<file path="config.mk">
export PLATFORM = sky130hd
export DESIGN_NAME = rbg_to_prb_expander_top
export DESIGN_NICKNAME = d
export VERILOG_FILES = /design/src/rtl/rbgexp_pkg.sv /design/src/rtl/rbg_to_prb_expander_top.sv
export VERILOG_INCLUDE_DIRS = /design/src /design/src/rtl
export SDC_FILE = /design/constraint.sdc
export NUM_CORES = 1
export LEC_CHECK = 0
export BUFFER_PORTS_ARGS = -buffer_cell sky130_fd_sc_hd__buf_2
export CELL_PAD_IN_SITES_DETAIL_PLACEMENT = 2
export CELL_PAD_IN_SITES_GLOBAL_PLACEMENT = 2
export CORE_AREA = 2 2 181 183
export DETAILED_ROUTE_END_ITERATION = 7
export DIE_AREA = 0 0 183 185
export MAX_ROUTING_LAYER = met4
export PLACE_DENSITY_LB_ADDON = 0.1
export SYNTH_ARGS = -nofsm -noshare
export SYNTH_HDL_FRONTEND = slang
export SYNTH_SLANG_ARGS = --single-unit
</file>
<file path="constraint.sdc">
create_clock -name clk -period 6.2 [get_ports clk]
set_input_delay 0.93 -clock clk [delete_from_list [all_inputs] [get_ports clk]]
set_output_delay 0.93 -clock clk [all_outputs]
set_load 0.01 [all_outputs]
</file>
<file path="src/rtl/assert_macros.svh">
// Assertion macros for the RTL of the group expander.
// Self-contained; included by the top module, which carries assertions.
`ifndef ASSERT_MACROS_SVH
`define ASSERT_MACROS_SVH

// Same-cycle implication, checked at every rising edge outside reset.
`define ASSERT_NOW(lbl, clk, rst, ante, cons, msg) \
  lbl: assert property (@(posedge clk) disable iff (rst) (ante) |-> (cons)) else $error(msg);

// Next-cycle implication, checked at every rising edge outside reset.
`define ASSERT_NEXT(lbl, clk, rst, ante, cons, msg) \
  lbl: assert property (@(posedge clk) disable iff (rst) (ante) |=> (cons)) else $error(msg);

`endif

</file>
<file path="src/rtl/rbgexp_pkg.sv">
// Package for the group-to-block expander: field widths, register indexes,
// beat widths and the group size clamp. No dependencies.
package rbgexp_pkg;

  localparam int MAP_BITS   = 64;
  localparam int MAP_IDX_W  = $clog2(MAP_BITS);
  localparam int BLOCK_W    = 9;
  localparam int GSIZE_W    = 5;
  localparam int GROUP_W    = 16;
  localparam int COUNT_W    = 16;
  localparam int ACC_W      = GROUP_W + 4;   // group index times at most 16
  localparam int SHIFT_W    = 3;             // bit position 0..4 of the group size
  localparam int CFG_IDX_W  = 1;
  localparam int CFG_DATA_W = BLOCK_W;
  localparam int OUT_BITS   = BLOCK_W + COUNT_W + MAP_BITS;
  localparam int OUT_DATA_W = ((OUT_BITS + 7) / 8) * 8;

  localparam logic [GSIZE_W-1:0] MAX_GROUP = GSIZE_W'(16);
  localparam logic [SHIFT_W-1:0] LAST_SHIFT = SHIFT_W'(GSIZE_W - 1);
  localparam logic [COUNT_W-1:0] COUNT_MAX = '1;

  localparam logic [CFG_IDX_W-1:0] REG_CARRIER_BLOCKS = 1'b0;
  localparam logic [CFG_IDX_W-1:0] REG_GROUP_SIZE     = 1'b1;

  // Group sizes above sixteen behave as sixteen.
  function automatic logic [GSIZE_W-1:0] clamp_group(input logic [GSIZE_W-1:0] size);
    return (size > MAX_GROUP) ? MAX_GROUP : size;
  endfunction

endpackage

</file>
<file path="src/rtl/rbg_to_prb_expander_top.sv">
// Expands resource block group indices into physical resource block beats.
// The group is accepted in IDLE, passes MUL and CHECK, and its first block beat is
// loaded in EMIT. A new group is accepted only in IDLE, after the previous run has ended;
// MUL is a 5-step shift-add multiply and CHECK one range check, both on one shared adder.
// Reset (rst, synchronous, active high): carrier 275 blocks, group size 16,
// count and map cleared, output empty, ready for a group.
`include "assert_macros.svh"

module rbg_to_prb_expander_top
  import rbgexp_pkg::*;
(
  input  logic                  clk,
  input  logic                  rst,
  // Configuration writes: index 0 carrier_blocks, index 1 group_size.
  input  logic                  cfg_valid,
  output logic                  cfg_ready,
  input  logic [CFG_IDX_W-1:0]  cfg_index,
  input  logic [CFG_DATA_W-1:0] cfg_data,
  // Group input.
  input  logic                  s_axis_tvalid,
  output logic                  s_axis_tready,
  input  logic [GROUP_W-1:0]    s_axis_tdata,   // [15:0] group_index
  input  logic                  s_axis_tuser,   // [0] first_of_list
  // Block output.
  output logic                  m_axis_tvalid,
  input  logic                  m_axis_tready,
  output logic [OUT_DATA_W-1:0] m_axis_tdata,   // [8:0] block_index, [24:9] block_count,
                                                // [88:25] block_map, [95:89] zero
  output logic                  m_axis_tlast    // last_of_run
);

  // The sequencer owns one adder. In MUL it accumulates the group index
  // shifted by each set bit of the group size (start block), in CHECK it
  // forms start plus group size (end of run), and in EMIT it steps the
  // current block by one.
  typedef enum logic [1:0] {
    ST_IDLE,
    ST_MUL,
    ST_CHECK,
    ST_EMIT
  } state_t;

  state_t               state;
  logic [BLOCK_W-1:0]   carrier;
  logic [GSIZE_W-1:0]   group_size;
  logic [GROUP_W-1:0]   group;
  logic [ACC_W-1:0]     acc;
  logic [SHIFT_W-1:0]   shift;
  logic [BLOCK_W-1:0]   blk;
  logic [BLOCK_W-1:0]   end_blk;
  logic [COUNT_W-1:0]   count;
  logic [MAP_BITS-1:0]  amap;

  logic [BLOCK_W-1:0]   out_index;
  logic [COUNT_W-1:0]   out_count;
  logic [MAP_BITS-1:0]  out_map;
  logic                 out_last;
  logic                 out_valid;

  logic [GSIZE_W-1:0]   psize;
  logic [ACC_W-1:0]     add_a;
  logic [ACC_W-1:0]     add_b;
  logic [ACC_W-1:0]     sum;
  logic [ACC_W-1:0]     carrier_ext;
  logic                 load;
  logic                 run_last;
  logic [COUNT_W-1:0]   count_next;
  logic [MAP_BITS-1:0]  amap_next;

  assign psize       = clamp_group(group_size);
  assign carrier_ext = ACC_W'(carrier);

  // Operand selection for the shared adder.
  always_comb begin
    add_a = acc;
    add_b = '0;
    unique case (state)
      ST_MUL: begin
        add_a = acc;
        add_b = psize[shift] ? (ACC_W'(group) << shift) : '0;
      end
      ST_CHECK: begin
        add_a = acc;
        add_b = ACC_W'(psize);
      end
      ST_EMIT: begin
        add_a = ACC_W'(blk);
        add_b = ACC_W'(1);
      end
      default: begin
        add_a = acc;
        add_b = '0;
      end
    endcase
  end

  assign sum = add_a + add_b;

  // In EMIT, a new block beat is loaded whenever the output register is free or drains now.
  assign load     = (state == ST_EMIT) && (!out_valid || m_axis_tready);
  assign run_last = (sum == ACC_W'(end_blk));

  always_comb begin
    count_next = (count != COUNT_MAX) ? count + COUNT_W'(1) : count;
    amap_next  = amap;
    if (blk < BLOCK_W'(MAP_BITS)) begin
      amap_next[blk[MAP_IDX_W-1:0]] = 1'b1;
    end
  end

  always_ff @(posedge clk) begin
    if (rst) begin
      state      <= ST_IDLE;
      carrier    <= BLOCK_W'(275);
      group_size <= MAX_GROUP;
      count      <= '0;
      amap       <= '0;
      out_valid  <= 1'b0;
    end else begin
      // The user must write configuration only while no group is in flight; the block does not enforce this.
      if (cfg_valid) begin
        unique case (cfg_index)
          REG_CARRIER_BLOCKS: carrier    <= cfg_data;
          REG_GROUP_SIZE:     group_size <= cfg_data[GSIZE_W-1:0];
          default:            ;
        endcase
      end

      if (out_valid && m_axis_tready && !load) begin
        out_valid <= 1'b0;
      end

      unique case (state)
        ST_IDLE: begin
          if (s_axis_tvalid) begin
            group <= s_axis_tdata;
            acc   <= '0;
            shift <= '0;
            if (s_axis_tuser) begin
              count <= '0;
              amap  <= '0;
            end
            state <= ST_MUL;
          end
        end
        ST_MUL: begin
          acc   <= sum;
          shift <= shift + SHIFT_W'(1);
          if (shift == LAST_SHIFT) begin
            state <= ST_CHECK;
          end
        end
        ST_CHECK: begin
          // Empty group sizes and groups past the carrier edge emit nothing.
          if (psize == '0 || acc >= carrier_ext) begin
            state <= ST_IDLE;
          end else begin
            blk     <= acc[BLOCK_W-1:0];
            end_blk <= (sum > carrier_ext) ? carrier : sum[BLOCK_W-1:0];
            state   <= ST_EMIT;
          end
        end
        ST_EMIT: begin
          if (load) begin
            out_index <= blk;
            out_last  <= run_last;
            out_count <= count_next;
            out_map   <= amap_next;
            out_valid <= 1'b1;
            count     <= count_next;
            amap      <= amap_next;
            blk       <= sum[BLOCK_W-1:0];
            if (run_last) begin
              state <= ST_IDLE;
            end
          end
        end
        default: state <= ST_IDLE;
      endcase
    end
  end

  assign cfg_ready     = 1'b1;
  assign s_axis_tready = (state == ST_IDLE);
  assign m_axis_tvalid = out_valid;
  assign m_axis_tlast  = out_last;
  assign m_axis_tdata  = {(OUT_DATA_W - OUT_BITS)'(0), out_map, out_count, out_index};

  // The block being stepped never reaches the clipped end of its run.
  `ASSERT_NOW(a_blk_below_end, clk, rst, state == ST_EMIT, blk < end_blk, "block past end of run")
  // The multiply walks only the bits of the group size.
  `ASSERT_NOW(a_shift_range, clk, rst, state == ST_MUL, shift <= LAST_SHIFT, "shift out of range")
  // Every emitted beat has been counted.
  `ASSERT_NOW(a_count_nonzero, clk, rst, out_valid, out_count != '0, "beat with zero count")
  // A block inside the map is marked in its own beat.
  `ASSERT_NOW(a_map_marked, clk, rst, out_valid && (out_index < BLOCK_W'(MAP_BITS)), out_map[out_index[MAP_IDX_W-1:0]], "block not marked in map")
  // After the final block of a run the sequencer is free for the next group.
  `ASSERT_NEXT(a_idle_after_last, clk, rst, load && run_last, state == ST_IDLE, "not idle after run")

endmodule
</file>
==> out/qor.txt, run 1 <==
WHS Path Cells = 2
Area delta synth->final = 16.3%
Die H = 185 um
Setup Buffers After CTS = 0
Post-synth EDFFs = 147
Final Skew = 0.00878 ns
RR Startpoint = state[1]
Cell Chain, Critical Path = nand2_1 > buf_4 > nand2_1 > nand2_1 > ha_1 > a21o_1 > a31o_1 > nor2_1 > mux2i_1 > nor4_2 > inv_1 > ha_1 > a2111oi_0 > a211o_1 > nand2_4 > mux2_4
Final #Nets = 1301
CTS tree = done
Async set-reset flop share out of synthesis = 0%
Worst setup path category = register to register
R2R Setup Slk = 0.98 ns
Routed vias/inst = 5.49
Synth Warn # = 0
CP startpoint = state[1]
CTS Sinks = 244
Crit path required time = 6.49 ns
Predominant post-synthesis flop cell = edfxtp_1
DP HPWL = 25.5 mm
GRT Total Usage = 22.0%
Drt wl/cell = 21.9 um
Pwr Density = 305 nW/um^2
Root Buffer = clkbuf_16
Global-route wire length before repair = 56.5 mm
Pre-antenna DRT Iters = 5
Placed cells = 1606
Skew-Pair Late Insertion Delay = 0.54 ns
CTS Buf Count = 28
Post-route ant nets = 0
Worst setup EP type = register
Pin count of the biggest net entering global routing = 60
Most frequent cells in the layout = 147 x edfxtp_1, 123 x buf_2, 118 x nor2_1
Fin cells = 1658
CP max-delay cell = nand2_1
Worst-path maximum fanout = 20
Chip width = 183 um
Status = finished clean
Synth area leader = edfxtp_1
Avg Cell Area, Syn = 10.6 um^2
WHS Endpoint = carrier[2]
Hold buffers post-CTS = 0
Full die area = 33900 um^2
Synth Register Bits = 244
I/O pins = 132
Period minus WS final = 5.22 ns
Post-Syn Instances = 1122
Max clock buf depth = 3
Share of cells above drive strength 1 = 18.0%
RSZ-0062 raised after global routing = no
Ant diodes = 0
RD Place Congestion = 0.811
Port Buffer Count = 123
Commonest non-fill, non-tap cell in the layout = edfxtp_1
Vias post-DR = 9109
Vias in the first global route = 9879
Initial antenna violation count = 0
Netlist Area Pre-Place = 11900 um^2
Seq/Total Area, Yosys = 53.4%
Critical path's most frequent cell = nand2_1
H-tree depth = 1
Slew headroom = 14.4%
Count of final setup violators = 0
Power Total = 4.23 mW
Total grt overflow = 0
R2r endpoint = end_blk[0]
DRT Wirelength = 36.3 mm
Top cell type's share of synthesized area = 37.1%
Final Util = 43.2%
Worst vdd ir = 0.000180 V
Fmax = 192 MHz
DRT iter0 DRCs = 449
Post-CTS Resized = 0
Critical Path Source Type = register
Final Hold Vio Count = 0
Num rows = 66
Clock-pin slew on the worst setup and hold paths = 0.06 ns
Setup WS pre-CTS = 1.03 ns
Worst reg2reg path depth = 16
Leak Pwr = 6.02 nW
Final Slew Violations = 0
Tightest Pin Transition = 1.28 ns
Worst path arrival time = 5.51 ns
Final setup TNS = 0 ns
Max Cap Viol = 0
Final period util = 84.2%
Initial core utilization = 37.2%
CORE AREA = 32000 um^2
DRC viols = 0
Top cells by area, synth = edfxtp_1 37%, dfxtp_1 16%, a21o_1 4.3%
Type of the tightest min-delay check = register to register
Crit path largest cell delay = 0.61 ns
Final worst slack = 0.978 ns
Origin of the worst min-delay path = carrier[2]
Post-synth cell types = 85
[cell usage after synthesis, drive strengths merged, types with 19 or more instances]
cell type    n
a21o        70
a21oi       64
a22o        31
a22oi       39
clkbuf      53
dfxtp       97
edfxtp     147
ha          40
inv         34
mux2i       25
nand2      105
nand3       32
nor2       122
nor3        19
o21ai       36
xnor2       21
[registers in the layout (all words and copies together) (netlist names), 2 cells and up]
signal	cells
state	2
count	16
group_size	5
out_map	64
carrier	9
shift	3
blk	9
out_index	9
amap	64
group	16
end_blk	9
out_count	16
acc	20
[cells by family after synthesis]
family | Yosys count | synth area share (%)
simple gates | 365 | 14.6
compound gates | 299 | 18.0
flops | 244 | 53.4
buf+inv | 103 | 3.93
fa+ha+maj | 41 | 4.37
xor+xnor | 34 | 2.50
mux | 34 | 3.17
other cells | 2 | 0.0630
[how the worst max path moves through the flow]
stage,slack (ns),cells after the start,endpoint
floorplan,1.39,21,end_blk[0]
global placement,1.21,16,end_blk[0]
detailed placement,1.03,17,end_blk[0]
CTS,0.92,17,end_blk[0]
global route,0.50,16,end_blk[0]
finish,0.98,16,end_blk[0]
[worst max-delay path, delay by kind of cell (launching register included)]
| family | cells | cell delay, ns |
|---|---|---|
| buffers and inverters | 2 | 0.57 |
| muxes | 2 | 0.46 |
| and+or+nand+nor | 6 | 1.62 |
| adders and majority gates | 2 | 0.59 |
| DFF | 1 | 0.52 |
| AOI/OAI and AO/OA | 4 | 1.19 |
[routing by layer]
metal | track usage, % | up-vias | wire (um)
met5 | - | - | 0
met4 | 5.54 | 0 | 796
met3 | 2.69 | 55 | 1070
met2 | 38.2 | 144 | 18300
met1 | 27.3 | 4613 | 16100
li1 | - | 4297 | -
[report_power, final]
group	switching (mW)	internal (mW)
clock network	0.668	1.06
registers	0.0445	1.78
logic	0.443	0.230
[through the flow]
step	cell area [um^2]	hold WS, ns
6_report	13900	0.456
4_1_cts	13900	0.461
3_3_place_gp	12900	0.447
3_5_place_dp	12900	0.453
5_1_grt	13900	0.482
2_1_floorplan	11900	0.424
[layout make-up]
cell class	instances	area [um^2]
multi-input combinational	781	5150
clock buffer	48	898
inverter	35	131
timing repair buffer	138	728
tap	408	510
sequential	244	6360
fill	3397	18200
clock inverter	4	73.8
(Power assumes the default switching activity.)
==> inputs of run 2 (changes only) <==
==> constraint.sdc (replaced) <==
create_clock -name clk -period 5.06 [get_ports clk]
set_input_delay 0.759 -clock clk [delete_from_list [all_inputs] [get_ports clk]]
set_output_delay 0.759 -clock clk [all_outputs]
set_load 0.01 [all_outputs]
==> run 2 against run 1 <==
Net effect:
- critical path depth is 2 higher
- clock skew is 0.0021 ns higher
- die area stayed put
- sequential share of layout area is 0.37 points lower
- sequential cell count stayed put
- register-to-register slack worse by 0.67 ns
- critical endpoint unchanged
- largest cell class unchanged
- largest power group unchanged
==> out/qor.txt, run 2 (synthesis gave the netlist of run 1 again) <==
Ant diodes = 0 (unchanged)
Share of cells above drive strength 1 = 19.4% (was 18.0%)
I/O pins = 132 (unchanged)
Skew-Pair Late Insertion Delay = 0.54 ns (about the same)
Area delta synth->final = 17.2% (was 16.3%)
DRC viols = 0 (unchanged)
RR Startpoint = shift[0] (was state[1])
Register area = 6360 um^2 (unchanged)
Fmax = 210 MHz (was 192 MHz)
Total grt overflow = 0 (unchanged)
R2r endpoint = end_blk[0] (unchanged)
Initial core utilization = 37.2% (unchanged)
Logic pwr share = 17.1% (was 15.9%)
CTS Sinks = 244 (unchanged)
Final #Nets = 1317 (was 1301)
Pwr Density = 368 nW/um^2 (was 305 nW/um^2)
CTS Buf Count = 28 (unchanged)
RSZ-0062 raised after global routing = no (unchanged)
Clock-pin slew on the worst setup and hold paths = 0.06 ns (about the same)
Worst setup EP type = register (unchanged)
Chip width = 183 um (unchanged)
Final period util = 93.9% (was 84.2%)
Root Buffer = clkbuf_16 (unchanged)
Final setup TNS = 0 ns (unchanged)
Worst reg2reg path depth = 18 (was 16)
Post-route ant nets = 0 (unchanged)
CORE AREA = 32000 um^2 (unchanged)
RD Place Congestion = 0.835 (was 0.811)
Internal Pwr Total = 3.70 mW (was 3.07 mW)
Critical Path Source Type = register (unchanged)
Drt wl/cell = 21.8 um (was 21.9 um)
Vias post-DR = 9157 (was 9109)
H-tree depth = 1 (unchanged)
WHS Endpoint = group[13] (was carrier[2])
Worst vdd ir = 0.000213 V (was 0.000180 V)
Layout fillers = 3382 (was 3397)
Vias in the first global route = 9792 (was 9879)
Origin of the worst min-delay path = s_axis_tdata[13] (was carrier[2])
Part of the power in registers = 43.3% (was 43.2%)
Worst setup path category = register to register (unchanged)
Slew headroom = 25.1% (was 14.4%)
Num rows = 66 (unchanged)
Die H = 185 um (unchanged)
Multi-input logic area = 5170 um^2 (was 5150 um^2)
Placed cells = 1619 (was 1606)
Final Slew Violations = 0 (unchanged)
P_sw = 1.45 mW (was 1.16 mW)
Sw Ratio = 28.1% (was 27.3%)
Initial antenna violation count = 0 (unchanged)
Full die area = 33900 um^2 (unchanged)
Max Cap Viol = 0 (unchanged)
DRT Wirelength = 36.6 mm (was 36.3 mm)
Pre-antenna DRT Iters = 5 (unchanged)
Routed vias/inst = 5.47 (was 5.49)
Final Skew = 0.0109 ns (was 0.00878 ns)
WHS Path Cells = 1 (was 2)
GRT Total Usage = 22.1% (was 22.0%)
Count of final setup violators = 0 (unchanged)
Clock power share = 39.6% (was 40.9%)
Final Hold Vio Count = 0 (unchanged)
R2R Setup Slk = 0.31 ns (was 0.98 ns)
Max clock buf depth = 3 (unchanged)
Worst path arrival time = 5.04 ns (was 5.51 ns)
DP HPWL = 25.7 mm (was 25.5 mm)
Type of the tightest min-delay check = input pin to register (was register to register)
Fin cells = 1674 (was 1658)
Commonest non-fill, non-tap cell in the layout = edfxtp_1 (unchanged)
Pin count of the biggest net entering global routing = 79 (was 60)
Crit path required time = 5.35 ns (was 6.49 ns)
DRT iter0 DRCs = 499 (was 449)
Status = finished clean (unchanged)
Most frequent cells in the layout = 147 x edfxtp_1, 123 x buf_2, 118 x nor2_1 (unchanged)
Biggest regs = amap (64), out_map (64), acc (20) (unchanged)
Global-route wire length before repair = 56.7 mm (was 56.5 mm)
Leak Pwr = 6.09 nW (was 6.02 nW)
Port Buffer Count = 123 (unchanged)
Tightest Pin Transition = 1.12 ns (was 1.28 ns)
Hold buffers post-CTS = 0 (unchanged)
Period minus WS final = 4.75 ns (was 5.22 ns)
Worst-path maximum fanout = 9 (was 20)
CTS tree = done (unchanged)
run 2: cell types whose count changed in the layout (fill, tap and decap cells not counted), moves of 2 or more:
cell      delta
clkbuf_8     -5
clkinv_2     +5
buf_4       +14
inv_4        +2
clkbuf_1     -2
run 2: cell type report:
| type | count | area share [%] |
|---|---|---|
| flip-flops and latches | 244 | 45.5 |
| multi-input cells | 781 | 37.1 |
| repair buffers | 154 | 6.19 |
| clock buffers | 42 | 6.07 |
| well taps | 408 | 3.66 |
| inverters | 35 | 0.941 |
| clock inverters | 10 | 0.573 |
run 2: power by group through the flow:
stage | sequential, mW | clock, mW | combinational, mW
2_1_floorplan | 2.25 | 0 | 0.598
3_3_place_gp | 2.27 | 0 | 0.852
3_5_place_dp | 2.27 | 0 | 0.875
4_1_cts | 2.23 | 2.08 | 0.881
5_1_grt | 2.23 | 2.16 | 0.986
6_report | 2.23 | 2.04 | 0.882
run 2: routing by layer:
layer	routed length, um	GRT usage [%]	part of all wire (%)	up-vias
li1	-	-	-	4333
met1	16400	27.8	45	4633
met2	18600	39.0	51	153
met3	1090	2.22	3.0	38
met4	536	3.90	1.5	0
met5	0	-	0	-
run 2: critical path, cell delays in order (launching register included):
cell	delay, ns
edfxtp_1	0.42
mux4_2	0.53
and2_1	0.17
o21ai_1	0.26
o22ai_1	0.16
ha_1	0.37
a21o_1	0.22
a31o_1	0.24
nor2_1	0.24
mux2i_1	0.12
nor4_2	0.33
inv_1	0.12
ha_1	0.31
o21ai_0	0.08
nand2b_1	0.07
a21oi_1	0.06
a211o_1	0.29
nand2_4	0.18
mux2_4	0.31
run 2: worst max path at each step:
stage / slack, ns / cells after the start / endpoint / startpoint
floorplan: 0.25 / 21 / end_blk[0] / shift[1]
global placement: 0.28 / 16 / end_blk[0] / shift[0]
detailed placement: 0.16 / 16 / end_blk[0] / shift[0]
CTS: 0.07 / 16 / end_blk[0] / shift[0]
global route: 0.02 / 18 / end_blk[0] / shift[0]
finish: 0.31 / 18 / end_blk[0] / shift[0]
run 2: stage by stage:
step	power [mW]	setup WS, ns	area (um^2)	util, %	hold slack [ns]
finish	5.15	0.309	14000	43.6	0.397
global route	5.38	0.0212	14000	43.6	0.383
CTS	5.19	0.0678	13900	43.4	0.375
detailed placement	3.14	0.163	13000	40.5	0.455
global placement	3.12	0.281	13000	40.5	0.445
floorplan	2.85	0.249	11900	-	0.424
run 2: what timing repair did:
action / in CTS / in global routing
buffers inserted: 0 / 3
hold endpoints to repair: 0 / 0
resized for setup: 0 / 6
endpoints found under the setup margin: 0 / 11
